--- src/hdl/dlr_div_cell.sv ---
// one restoring division step per lane, registered, with handshake to the next cell
`timescale 1ns / 1ps
`default_nettype none
module dlr_div_cell #(
	parameter int LANES  = 1,
	parameter int NUM_W  = 18,
	parameter int DIV_W  = 10,
	parameter int SIDE_W = 1
) (
	input  wire logic                             clk,
	input  wire logic                             arst_n,
	input  wire logic                             up_valid,
	output logic                                  up_ready,
	input  wire logic [LANES-1:0][NUM_W-1:0]      up_num,
	input  wire logic [LANES-1:0][DIV_W-1:0]      up_rem,
	input  wire logic [DIV_W-1:0]                 up_div,
	input  wire logic [SIDE_W-1:0]                up_side,
	output logic                                  dn_valid,
	input  wire logic                             dn_ready,
	output logic [LANES-1:0][NUM_W-1:0]           dn_num,
	output logic [LANES-1:0][DIV_W-1:0]           dn_rem,
	output logic [DIV_W-1:0]                      dn_div,
	output logic [SIDE_W-1:0]                     dn_side
);

	logic                        valid_q;
	logic [LANES-1:0][NUM_W-1:0] num_q;
	logic [LANES-1:0][DIV_W-1:0] rem_q;
	logic [DIV_W-1:0]            div_q;
	logic [SIDE_W-1:0]           side_q;
	logic [LANES-1:0][NUM_W-1:0] num_d;
	logic [LANES-1:0][DIV_W-1:0] rem_d;
	logic                        en;

	// stage advances when empty or when the next cell takes its contents
	assign en       = !valid_q || dn_ready;
	assign up_ready = en;

	// shift one numerator bit into the remainder, subtract when it fits
	always_comb begin
		logic [DIV_W:0] trial;
		logic [DIV_W:0] diff;
		for (int l = 0; l < LANES; l++) begin
			trial = {up_rem[l], up_num[l][NUM_W-1]};
			diff  = trial - {1'b0, up_div};
			if (trial >= {1'b0, up_div}) begin
				rem_d[l] = diff[DIV_W-1:0];
				num_d[l] = {up_num[l][NUM_W-2:0], 1'b1};
			end else begin
				rem_d[l] = trial[DIV_W-1:0];
				num_d[l] = {up_num[l][NUM_W-2:0], 1'b0};
			end
		end
	end

	always_ff @(posedge clk or negedge arst_n) begin
		if (!arst_n) begin
			valid_q <= 1'b0;
		end else if (en) begin
			valid_q <= up_valid;
		end
	end

	always_ff @(posedge clk) begin
		if (en && up_valid) begin
			num_q  <= num_d;
			rem_q  <= rem_d;
			div_q  <= up_div;
			side_q <= up_side;
		end
	end

	assign dn_valid = valid_q;
	assign dn_num   = num_q;
	assign dn_rem   = rem_q;
	assign dn_div   = div_q;
	assign dn_side  = side_q;

endmodule
`default_nettype wire

--- src/hdl/dlr_div_chain.sv ---
// row of division cells, one quotient bit per cell, lanes share the divisor
`timescale 1ns / 1ps
`default_nettype none
module dlr_div_chain #(
	parameter int LANES  = 1,
	parameter int NUM_W  = 18,
	parameter int DIV_W  = 10,
	parameter int SIDE_W = 1
) (
	input  wire logic                        clk,
	input  wire logic                        arst_n,
	input  wire logic                        in_valid,
	output logic                             in_ready,
	input  wire logic [LANES-1:0][NUM_W-1:0] in_num,
	input  wire logic [DIV_W-1:0]            in_div,
	input  wire logic [SIDE_W-1:0]           in_side,
	output logic                             out_valid,
	input  wire logic                        out_ready,
	output logic [LANES-1:0][NUM_W-1:0]      out_quo,
	output logic [SIDE_W-1:0]                out_side
);

	logic                        v   [NUM_W+1];
	logic                        rdy [NUM_W+1];
	logic [LANES-1:0][NUM_W-1:0] num [NUM_W+1];
	logic [LANES-1:0][DIV_W-1:0] rem [NUM_W+1];
	logic [DIV_W-1:0]            dv  [NUM_W+1];
	logic [SIDE_W-1:0]           sd  [NUM_W+1];

	// chain head: remainder starts at zero
	assign v[0]     = in_valid;
	assign in_ready = rdy[0];
	assign num[0]   = in_num;
	assign rem[0]   = '0;
	assign dv[0]    = in_div;
	assign sd[0]    = in_side;

	for (genvar i = 0; i < NUM_W; i++) begin : g_cell
		dlr_div_cell #(
			.LANES (LANES),
			.NUM_W (NUM_W),
			.DIV_W (DIV_W),
			.SIDE_W(SIDE_W)
		) u_cell (
			.clk     (clk),
			.arst_n  (arst_n),
			.up_valid(v[i]),
			.up_ready(rdy[i]),
			.up_num  (num[i]),
			.up_rem  (rem[i]),
			.up_div  (dv[i]),
			.up_side (sd[i]),
			.dn_valid(v[i+1]),
			.dn_ready(rdy[i+1]),
			.dn_num  (num[i+1]),
			.dn_rem  (rem[i+1]),
			.dn_div  (dv[i+1]),
			.dn_side (sd[i+1])
		);
	end

	// chain tail: numerator register now holds the quotient
	assign rdy[NUM_W] = out_ready;
	assign out_valid  = v[NUM_W];
	assign out_quo    = num[NUM_W];
	assign out_side   = sd[NUM_W];

endmodule
`default_nettype wire

--- config.mk ---
export PLATFORM = sky130hd
export DESIGN_NAME = dlr_div_chain
export DESIGN_NICKNAME = d
export VERILOG_FILES = /design/src/hdl/dlr_div_cell.sv /design/src/hdl/dlr_div_chain.sv
export SDC_FILE = /design/constraint.sdc
export NUM_CORES = 1
export LEC_CHECK = 0
export BUFFER_PORTS_ARGS = -buffer_cell sky130_fd_sc_hd__buf_2
export CAP_MARGIN = 20
export CORE_ASPECT_RATIO = 0.7
export CORE_MARGIN = 4
export CORE_UTILIZATION = 35
export DETAILED_ROUTE_END_ITERATION = 16
export GPL_TIMING_DRIVEN = 0
export PLACE_DENSITY = 0.57
export SYNTH_ARGS = -nofsm -noshare
export SYNTH_HDL_FRONTEND = slang
export SYNTH_SLANG_ARGS = --single-unit
--- constraint.sdc ---
create_clock -name clk -period 8.8 [get_ports clk]
set_clock_uncertainty 0.15 [all_clocks]
set_input_delay 0.44 -clock clk [delete_from_list [all_inputs] [get_ports clk]]
set_output_delay 0.44 -clock clk [all_outputs]
set_load 0.05 [all_outputs]
=== Yosys cells after proc, flatten, opt, wreduce, memory -nomap -nowiden ===
Index checks and enable logic that the tools add are counted.

* Register bits after elaboration: 700

* Magnitude comparators: 18
* Multiplexer cells: 35
* Add/subtract/negate cells: 17
* Reductions and logical operators: 54

{| class="wikitable"
|+ Operator list
! operator !! count
|-
| $ge 11x10->1 || 17
|-
| $mux 10 || 16
|-
| $sub 10x10->10 || 16
|-
| $mux 1 || 19
|-
| $logic_and 1x1->1 || 18
|-
| $logic_not 1->1 || 18
|-
| $logic_or 1x1->1 || 18
|-
| $ge 1x10->1 || 1
|-
| $sub 1x10->10 || 1
|}

=== Logic depth before layout (Yosys ltp) ===
Gate-level depths: netlist of the first run.

* Depth after elaboration: 20
* Gate-level depth with buffers: 9
* Depth with buffers taken out: 9

=== By module ===
Synthesis of the first run repeated with hierarchy kept, for this count alone.

* Cells, all modules: 2125
* Area total of the unflattened synthesis: 33088.0 um2

{| class="wikitable"
|+ Modules (own cells, without submodules)
! module !! instances !! cells an instance !! area each (um2) !! seq. area each (um2)
|-
| dlr_div_cell || 18 || 118 || 1838.0 || 1196.1
|-
| dlr_div_chain || 1 || 1 || 3.8 || 0.0
|}

=== Worst setup path after synthesis of the first run ===
OpenSTA, ideal clock, no wires.

* Path kind: flip-flop to flip-flop
* Start: register g_cell[17].u_cell.valid_q
* End: register g_cell[8].u_cell.div_q[0] (enable)
* Setup slack: 4.189 ns
* Cell stages (with the launch flop): 5
* Clock period less this slack: 4.611 ns
* Data arrival time: 3.966 ns
* Required time: 8.155 ns
* Path buffers: 0
* Cells stage by stage: dfrtp_1 -> and4b_1 -> nand4_1 -> nor2_1 -> a21boi_0

* Word-level cells in the longest chain between the ends: 12

{| class="wikitable"
|+ Ends and longest elaborated chain
! element !! line !! source
|-
| start, declared || dlr_div_cell.sv:26 || <nowiki>logic valid_q;</nowiki>
|-
| start signal, assigned || dlr_div_cell.sv:60 || <nowiki>valid_q <= up_valid;</nowiki>
|-
| $logic_not 1->1 || dlr_div_cell.sv:36 || <nowiki>assign en = !valid_q || dn_ready;</nowiki>
|-
| $logic_or 1x1->1 (10 in series) || dlr_div_cell.sv:36 ||
|-
| $logic_and 1x1->1 || dlr_div_cell.sv:65 || <nowiki>if (en && up_valid) begin</nowiki>
|-
| end signal, assigned || dlr_div_cell.sv:68 || <nowiki>div_q <= up_div;</nowiki>
|-
| end, declared || dlr_div_cell.sv:29 || <nowiki>logic [DIV_W-1:0] div_q;</nowiki>
|}

No other way between the ends.
A chain may end at the register's enable or synchronous reset.

=== Worst setup path after layout of the first run ===
* Start: input out_ready
* End: output in_ready

* Word-level cells in the longest chain between the ends: 18

{| class="wikitable"
|+ Ends and longest elaborated chain
! element !! line !! source
|-
| start, declared || dlr_div_chain.sv:18 || <nowiki>input wire logic out_ready,</nowiki>
|-
| $logic_or 1x1->1 (18 in series) || dlr_div_cell.sv:36 ||
|-
| end, declared || dlr_div_chain.sv:13 || <nowiki>output logic in_ready,</nowiki>
|}

No other way between the ends.

==> run_results.csv, run 1 <==
group,metric,value,unit
status,outcome,"complete, no violations",
die,core_area,0.0866,mm2
die,rows,90,
synthesis,synth_area_leaders,"edfxtp_1 67%, ha_1 7.0%, mux2_2 4.1%",
global_routing,grt_max_degree,40,
clock_network,cts_buffers,71,
synthesis,synth_top_area_share,0.667,
critical_path,crit_slowest_cell,"dlygate4sd3_1",
synthesis,synth_common_cells,"682 x edfxtp_1, 214 x inv_1, 172 x ha_1",
clock_network,post_cts_buffers,0,
die,die_h,256,um
sta,worst_pin_slew,933,ps
die,die_x,362,um
clock_network,insertion_delay,610,ps
critical_path,worstSetupEndpointType,"primary output",
clock_network,tritoncts,"done",
global_routing,antenna_found_initial,0,
clock_network,cts_resized,0,
critical_path,crit_top_cell,"buf_2",
cells_and_area,design.final.nets,2396,
sta,finalHoldViolCount,0,
synthesis,synth-seq-cells,700,
detailed_routing,wl_per_cell,15.8,um
synthesis,synth_edf_count,682,
placement,dp.cells,3220,
critical_path,timing.rr.end,"g_cell[8].u_cell.dn_rem[6]",
placement,port_buffers,53,
global_routing,grt.total_usage,0.117,
cells_and_area,layoutNonFillerInstCount,3384,
critical_path,required,8210,ps
placement,dp_hpwl,39700,um
pwr,p_per_area,331,mW/mm2
placement,finalWeightedCongestion,0.846,
synthesis,synthArstFlopShare,0.0257,
synthesis,synth_top_flop_cell,"edfxtp_1",
die,ioPinCount,54,
synthesis,ys_warn_count,0,
sta,final_max_slew_viol_count,0,
synthesis,syn_avg_cell_area,15.3,um2
critical_path,r2r_slack,5790,ps
sta,fmax,0.292,GHz
clock_network,ctsRootBufferMaster,"clkbuf_16",
die,start_util,0.355,
synthesis,yosys.area.top_type,"edfxtp_1",
clock_network,cts.sinks,700,
critical_path,crit_type,"input port to primary output",
cells_and_area,drive_above_1_share,0.158,
synthesis,synth.most_common_cell,"edfxtp_1",
detailed_routing,vias,16000,
cells_and_area,antenna_cells,0,
critical_path,timing.rr.start,"g_cell[7].u_cell.dn_div[1]",
detailed_routing,detail_route.iter0.violations,1096,
sta,holdWs,168,ps
critical_path,path_cells,"dlygate4sd3_1, buf_2, and4b_1, and2_1, nand4_1, nor4_2, buf_4, nand3_1, buf_2",
pwr,leakagePower,13.1,nW
critical_path,max_stage_delay,550,ps
detailed_routing,routed_via_density,4.74,
global_routing,grt-ovfl-total,0,
clock_network,ctsHtreeMaxLevel,3,
critical_path,critPathLaunchType,"input port",
synthesis,syn_nets,2226,
die,dieArea,0.0926,mm2
sta,fin_crit_sh,0.389,
sta,tns,0,ps
sta,relSlewSlack,0.378,
global_routing,grt_pass1_vias,16000,
synthesis,synth_cells,2005,
critical_path,reg2reg_depth,8,
synthesis,seq_area_frac_synth,0.682,
synthesis,syn_area,0.0307,mm2
clock_network,cts_max_path_buffers,3,
detailed_routing,drt-pass1-iter-count,5,
sta,min_period,3420,ps
critical_path,worstPathMaxFanout,4,
run,max_cap_viol_count,0,
synthesis,ys_types,50,
cells_and_area,syn_to_final_growth,15.2,%
sta,setup_viol_count_final,0,
detailed_routing,drc,0,
detailed_routing,drt_wl_total,53600,um
detailed_routing,postRouteAntennaNets,0,
min_path,hp-class,"input port to asynchronous set/reset pin",
pwr,peakVddDrop,152,uV
clock_network,clk_pin_slew,60,ps
global_routing,grt_pass1_wl,87600,um
critical_path,crit_arrival,2830,ps
sta,rsz0062_at_grt,"false",
per-layer routing:
metal	track usage	part of all wire
met5	0	0
met4	0.0292	0.016
met3	0.0315	0.061
met2	0.158	0.39
met1	0.183	0.53
stage by stage:
stage | cell area (um2) | utilization | setup WS [ps] | total power, mW
floorplan | 30700 | - | 4190 | 7.81
global placement | 32400 | 0.374 | 3030 | 8.60
detailed placement | 32700 | 0.378 | 5750 | 8.73
CTS | 35400 | 0.409 | 5360 | 11.8
global route | 35400 | 0.409 | 5230 | 12.4
finish | 35400 | 0.409 | 5380 | 11.7
worst max path at each step:
stage	startpoint	end	slack, ps	cells past startpoint
floorplan	g_cell[17].u_cell.dn_valid	g_cell[8].u_cell.dn_div[0]	4190	4
global placement	out_ready	g_cell[8].u_cell.dn_num[13]	3030	5
detailed placement	out_ready	g_cell[0].u_cell.dn_num[8]	5750	8
CTS	out_ready	in_ready	5360	9
global route	out_ready	in_ready	5230	9
finish	out_ready	in_ready	5380	9
placed cells by master, fill, tap and decap left out, types with 17 or more instances in the layout:
cell type,Yosys,final
inv_1,214,214
mux2i_1,32,32
dfrtp_1,18,18
and2_1,27,17
buf_2,0,53
nand4_1,24,24
ha_1,172,172
xnor2_1,76,76
a21oi_1,99,98
mux2_2,112,112
clkbuf_16,0,73
dlygate4sd3_1,0,32
o21ai_2,26,26
o21a_1,34,34
o21ai_0,52,52
nand2_1,72,72
o31a_1,17,17
nor2b_1,37,32
nor2_1,59,59
nor3_1,20,20
clkbuf_1,5,20
nand2b_1,43,43
edfxtp_1,682,682
power by group:
part	internal [mW]	switching [mW]	leakage [nW]	total, mW
logic	1.67	2.04	5.17	3.72
clock network	1.74	1.27	1.14	3.01
registers	4.68	0.312	6.84	4.99
total	8.08	3.62	13.1	11.7
registers in the layout, summed over array words and instances, names as in the netlist:
| register | count |
|---|---|
| g_cell.u_cell.dn_rem | 170 |
| g_cell.u_cell.dn_side | 18 |
| g_cell.u_cell.dn_div | 170 |
| g_cell.u_cell.dn_num | 324 |
| g_cell.u_cell.dn_valid | 18 |
repair_timing:
item / 4_1_cts / 5_1_grt
hold buffers: 32 / 0
endpoints found under the setup margin: 0 / 0
hold endpoints to repair: 52 / 0
logic make-up after synthesis:
group                    Yosys count  synth area share
flip-flops                       700             0.682
multiplexers                     144            0.0515
buffers and inverters            219            0.0268
adder cells (fa/ha/maj)          188            0.0805
XOR/XNOR                          92            0.0262
AO/OA/AOI/OAI                    336            0.0771
AND/OR/NAND/NOR                  326            0.0563
critical path, delay by kind of cell:
family,cells,cell delay (ps)
AND/OR/NAND/NOR,5,1220
buffers and inverters,4,1170
final cells by class:
cell class | instances | area (um2)
plain buffers | 5 | 18.8
clock buffers | 90 | 1910
clock inverters | 42 | 425
fillers | 7835 | 51200
inverters | 214 | 803
multi-input cells | 1086 | 9040
flip-flops and latches | 700 | 20900
well taps | 1150 | 1440
repair buffers | 97 | 813
Power figures use the tool's default switching activity.
==> inputs of run 2 (changes only) <==
==> constraint.sdc (replaced) <==
create_clock -name clk -period 3.55 [get_ports clk]
set_clock_uncertainty 0.15 [all_clocks]
set_input_delay 0.1775 -clock clk [delete_from_list [all_inputs] [get_ports clk]]
set_output_delay 0.1775 -clock clk [all_outputs]
set_load 0.05 [all_outputs]
==> run 2 against run 1 <==
- hold slack worse by 42 ps
- wire length is 3.2% lower
- combinational power is 140% higher
- critical path depth is 2 lower
- register-to-register slack worse by 5300 ps
- global-route usage is 0.41 points lower
- final cell count stayed put
- largest power group unchanged
==> run_results.csv, run 2 (synthesized netlist as in run 1, its figures left out) <==
group,metric,value,unit
status,outcome,"complete, no violations",
clock_network,cts.sinks,700,
critical_path,worstSetupEndpointType,"primary output",
placement,finalWeightedCongestion,0.856,
sta,min_period,3120,ps
pwr,peakVddDrop,437,uV
clock_network,post_cts_buffers,0,
detailed_routing,vias,15900,
die,start_util,0.355,
global_routing,grt_pass1_wl,85200,um
die,die_h,256,um
clock_network,clk_pin_slew,60,ps
global_routing,grt_pass1_vias,15900,
detailed_routing,postRouteAntennaNets,0,
detailed_routing,drc,0,
sta,final_max_slew_viol_count,0,
min_path,hp-class,"input port to register",
placement,dp_hpwl,38200,um
cells_and_area,final_util,0.410,
global_routing,grt_max_degree,40,
cells_and_area,layout_common_cells,"682 x edfxtp_1, 214 x inv_1, 172 x ha_1",
die,dieArea,0.0926,mm2
pwr,leakagePower,13.2,nW
die,core_area,0.0866,mm2
sta,setup_viol_count_final,0,
clock_network,cts_max_path_buffers,3,
cells_and_area,syn_to_final_growth,15.5,%
sta,relSlewSlack,0.366,
detailed_routing,drt-pass1-iter-count,5,
global_routing,grt.total_usage,0.113,
detailed_routing,routed_via_density,4.70,
clock_network,ctsRootBufferMaster,"clkbuf_16",
die,rows,90,
sta,rsz0062_at_grt,"false",
clock_network,ctsHtreeMaxLevel,3,
critical_path,critPathLaunchType,"register",
sta,finalHoldViolCount,0,
detailed_routing,detail_route.iter0.violations,1209,
cells_and_area,final_common_cell,"edfxtp_1",
die,ioPinCount,54,
sta,fin_crit_sh,0.879,
global_routing,antenna_found_initial,2,
cells_and_area,design.final.nets,2397,
cells_and_area,largest_register_ffs,324,
clock_network,cts_hold_buf,34,
placement,port_buffers,53,
critical_path,worstPathMaxFanout,5,
global_routing,grt-ovfl-total,0,
pwr,p_total,29.2,mW
sta,worst_pin_slew,951,ps
detailed_routing,wl_per_cell,15.3,um
run,max_cap_viol_count,0,
clock_network,cts_buffers,72,
detailed_routing,drt_wl_total,51800,um
critical_path,crit_arrival,2790,ps
cells_and_area,drive_above_1_share,0.158,
clock_network,tritoncts,"done",
die,die_x,362,um
pwr,p_per_area,822,mW/mm2
sta,fmax,0.320,GHz
clock_network,insertion_delay,600,ps
critical_path,required,3220,ps
critical_path,crit_type,"register to primary output",
cells_and_area,antenna_cells,0,
clock_network,cts_resized,0,
run 2: cell types whose count changed in the layout (fill, tap and decap cells not counted), sizes merged:
cell,change
clkinv,-9
clkbuf,+7
bufinv,+3
buf,-1
dlygate4sd3,+1
inv,-1
run 2: layer usage:
| metal | wire length (um) | vias up | share of wire | GRT usage |
|---|---|---|---|---|
| met1 | 26800 | 7581 | 0.52 | 0.174 |
| met3 | 3310 | 78 | 0.064 | 0.0280 |
| met4 | 988 | 0 | 0.019 | 0.0301 |
| met2 | 20700 | 387 | 0.40 | 0.157 |
| met5 | 0 | - | 0 | 0 |
| li1 | - | 7866 | - | - |
run 2: per-stage QoR:
stage / instances / hold WS (ps) / instance area (um2) / worst slack (ps) / setup TNS, ps
final: 3384 / 126 / 35500 / 429 / 0
after global routing: 3384 / 91.8 / 35500 / 233 / 0
after CTS: 3384 / 71.7 / 35500 / 401 / 0
after detailed placement: 3218 / 37.3 / 32700 / 542 / 0
after global placement: 3208 / 21.4 / 32400 / -845 / -104630
after floorplan: 2005 / -268 / 30700 / -67.7 / -2640
run 2: area by class of cell:
| type | instances | area (um2) |
|---|---|---|
| tap | 1150 | 1440 |
| clock inverter | 35 | 425 |
| inverter | 214 | 803 |
| sequential | 700 | 20900 |
| buffer | 5 | 18.8 |
| timing repair buffer | 97 | 811 |
| multi-input combinational | 1086 | 9040 |
| clock buffer | 97 | 2010 |
| fill | 7760 | 51100 |
run 2: where the power goes:
group	total (mW)	leakage, nW	internal (mW)	switching, mW
clock network	7.70	1.19	4.64	3.06
registers	12.4	6.84	11.6	0.755
logic	9.09	5.17	4.12	4.98
run 2: final timing paths:
check / startpoint / to / slack, ps / cells after the start
setup / recovery: g_cell[17].u_cell.dn_valid / in_ready / 430 / 7
hold reg to reg: g_cell[9].u_cell.dn_num[12] / g_cell[10].u_cell.dn_num[13] / 250 / 0
min in group asynchronous: arst_n / g_cell[0].u_cell.dn_valid / 490 / 4
max in group asynchronous: arst_n / g_cell[7].u_cell.dn_valid / 2570 / 4
setup reg to reg: g_cell[17].u_cell.dn_valid / g_cell[3].u_cell.dn_num[7] / 490 / 7
hold / removal: in_num[13] / g_cell[0].u_cell.dn_num[14] / 130 / 2
run 2: worst max-delay path: stages (launching register included):
cell	delay [ps]
dfrtp_1	410
and4b_1	270
and2_1	260
nand4_1	260
nor4_2	300
buf_4	230
nand3_1	190
buf_2	270
==> inputs of run 3 (changes only) <==
--- a/config.mk
+++ b/config.mk
@@ -5,14 +5,16 @@
 export SDC_FILE = /design/constraint.sdc
 export NUM_CORES = 1
 export LEC_CHECK = 0
-export BUFFER_PORTS_ARGS = -buffer_cell sky130_fd_sc_hd__buf_2
 export CAP_MARGIN = 20
 export CORE_ASPECT_RATIO = 0.7
 export CORE_MARGIN = 4
 export CORE_UTILIZATION = 35
+export CTS_BUF_LIST = sky130_fd_sc_hd__clkbuf_4
 export DETAILED_ROUTE_END_ITERATION = 16
+export DONT_BUFFER_PORTS = 1
 export GPL_TIMING_DRIVEN = 0
 export PLACE_DENSITY = 0.57
+export SLEW_MARGIN = 15
 export SYNTH_ARGS = -nofsm -noshare
 export SYNTH_HDL_FRONTEND = slang
 export SYNTH_SLANG_ARGS = --single-unit
==> run 3 against run 2 <==
- flip-flop and latch count unchanged
- global-route usage up 0.85 points
- via count up 5.4%
- critical endpoint unchanged
- utilization up 0.25 points
- die area unchanged
- maximum frequency down 5.4%
==> run_results.csv, run 3 (synthesized netlist as in run 1, its figures left out) <==
group,metric,value,unit
status,outcome,"complete, no violations",
die,die_h,256,um
placement,dp_hpwl,39000,um
sta,setup_ws,251,ps
clock_network,ctsHtreeMaxLevel,4,
placement,place_ws,-342,ps
detailed_routing,drt_wl_total,55000,um
sta,setup_viol_count_final,0,
critical_path,required,3220,ps
detailed_routing,wl_per_cell,15.4,um
critical_path,reg2reg_depth,8,
clock_network,tritoncts,"done",
global_routing,grt-ovfl-total,0,
cells_and_area,layout_common_cells,"682 x edfxtp_1, 259 x clkbuf_4, 214 x inv_1",
pwr,pwr-share-seq,0.444,
detailed_routing,vias,16800,
critical_path,path_cells,"and4b_2, and2_4, nand4_1, nor4_2, buf_4, nand3_4",
cells_and_area,syn_to_final_growth,16.2,%
detailed_routing,postRouteAntennaNets,0,
die,start_util,0.355,
sta,relSlewSlack,0.370,
sta,holdWs,205,ps
global_routing,antenna_found_initial,2,
detailed_routing,drt-pass1-iter-count,5,
pwr,p_int,19.3,mW
clock_network,ctsRootBufferMaster,"clkbuf_4",
cells_and_area,layoutNonFillerInstCount,3571,
critical_path,crit_arrival,2970,ps
die,die_x,362,um
critical_path,crit_slowest_cell,"dfrtp_2",
detailed_routing,detail_route.iter0.violations,978,
placement,dp.cells,3172,
critical_path,crit_type,"register to primary output",
pwr,pwr-share-comb,0.320,
sta,fmax,0.303,GHz
cells_and_area,design.final.nets,2501,
pwr,p_per_area,793,mW/mm2
clock_network,cts_buffers,174,
critical_path,critPathLaunchType,"register",
placement,port_buffers,0,
clock_network,cts.sinks,700,
critical_path,worstSetupEndpointType,"primary output",
critical_path,worstPathMaxFanout,5,
critical_path,r2r_slack,290,ps
cells_and_area,final_common_cell,"edfxtp_1",
die,ioPinCount,54,
pwr,p_sw,9.05,mW
sta,finalHoldViolCount,0,
cells_and_area,fill_cells,7841,
sta,rsz0062_at_grt,"false",
sta,worst_pin_slew,938,ps
min_path,hp-class,"input port to register",
sta,min_period,3300,ps
die,core_area,0.0866,mm2
cells_and_area,final_util,0.412,
cells_and_area,largest_register_ffs,324,
min_path,whs_path_depth,2,
global_routing,grt_max_degree,40,
pwr,peakVddDrop,341,uV
detailed_routing,routed_via_density,4.70,
detailed_routing,drc,0,
clock_network,cts_max_path_buffers,3,
clock_network,clk_pin_slew,90,ps
global_routing,grt_pass1_wl,90300,um
cells_and_area,drive_above_1_share,0.201,
pwr,leakagePower,13.4,nW
pwr,clockPowerShare,0.237,
run,max_cap_viol_count,0,
placement,finalWeightedCongestion,0.850,
critical_path,max_stage_delay,560,ps
sta,final_max_slew_viol_count,0,
clock_network,insertion_delay,990,ps
die,dieArea,0.0926,mm2
pwr,switching_share,0.319,
global_routing,grt_pass1_vias,17300,
sta,fin_crit_sh,0.929,
die,rows,90,
global_routing,grt.total_usage,0.121,
-- run 3: cell types whose count changed in the layout (fill, tap and decap cells not counted), sizes merged, moves of 7 or more --
cell	delta
bufinv	-7
clkinv	+24
clkbuf	+162
buf	-42
dlygate4sd3	+44
-- run 3: power by group through the flow --
stage                     Sequential [mW]  Clock [mW]  Combinational (mW)
after global placement               12.7           0                8.40
after floorplan                      12.4           0                6.97
after CTS                            12.6        7.02                9.02
after detailed placement             12.7           0                8.85
final                                12.6        6.70                9.05
after global routing                 12.7        7.52                10.0
-- run 3: area by class of cell --
class / count / area [um2] / area share
flip-flops and latches: 700 / 20900 / 0.587
multi-input cells: 1086 / 9050 / 0.254
clock buffers: 259 / 1940 / 0.0545
well taps: 1150 / 1440 / 0.0403
repair buffers: 99 / 1180 / 0.0332
inverters: 214 / 803 / 0.0225
clock inverters: 55 / 307 / 0.00859
plain buffers: 5 / 18.8 / 0.000526
diodes: 3 / 7.51 / 0.000210
-- run 3: stage by stage --
| stage | area (um2) | setup TNS (ps) | total power [mW] |
|---|---|---|---|
| 2_1_floorplan | 30700 | -2640 | 19.4 |
| 3_3_place_gp | 32200 | -216770 | 21.1 |
| 3_5_place_dp | 32600 | -13260 | 21.6 |
| 4_1_cts | 35700 | 0 | 28.6 |
| 5_1_grt | 35700 | 0 | 30.3 |
| 6_report | 35700 | 0 | 28.3 |
-- run 3: repair_timing --
item                       4_1_cts  5_1_grt
resized for setup                4        1
hold endpoints to repair       337        0
setup endpoints to repair       40        1
hold buffers                    79        0
buffers inserted                 3        0
pin swaps                        3        0
-- run 3: worst max-delay path, delay by kind of cell, from the launching register on --
| kind | cells | cell delay [ps] |
|---|---|---|
| buffers and inverters | 1 | 240 |
| and+or+nand+nor | 5 | 1210 |
| DFF | 1 | 560 |
-- run 3: worst paths after layout --
check,endpoint,start
min in group asynchronous,g_cell[0].u_cell.dn_valid,arst_n
setup / recovery,in_ready,g_cell[17].u_cell.dn_valid
hold / removal,g_cell[0].u_cell.dn_num[9],in_num[8]
max in group asynchronous,g_cell[17].u_cell.dn_valid,arst_n
setup reg to reg,g_cell[3].u_cell.dn_num[10],g_cell[17].u_cell.dn_valid
hold reg to reg,g_cell[13].u_cell.dn_num[12],g_cell[12].u_cell.dn_num[11]
-- run 3: metal layers --
layer / part of all wire / GRT usage / vias to the layer above
met1: 0.50 / 0.175 / 8043
met2: 0.41 / 0.167 / 434
met5: 0 / 0 / -
met3: 0.068 / 0.0387 / 98
li1: - / - / 8200
met4: 0.021 / 0.0520 / 0
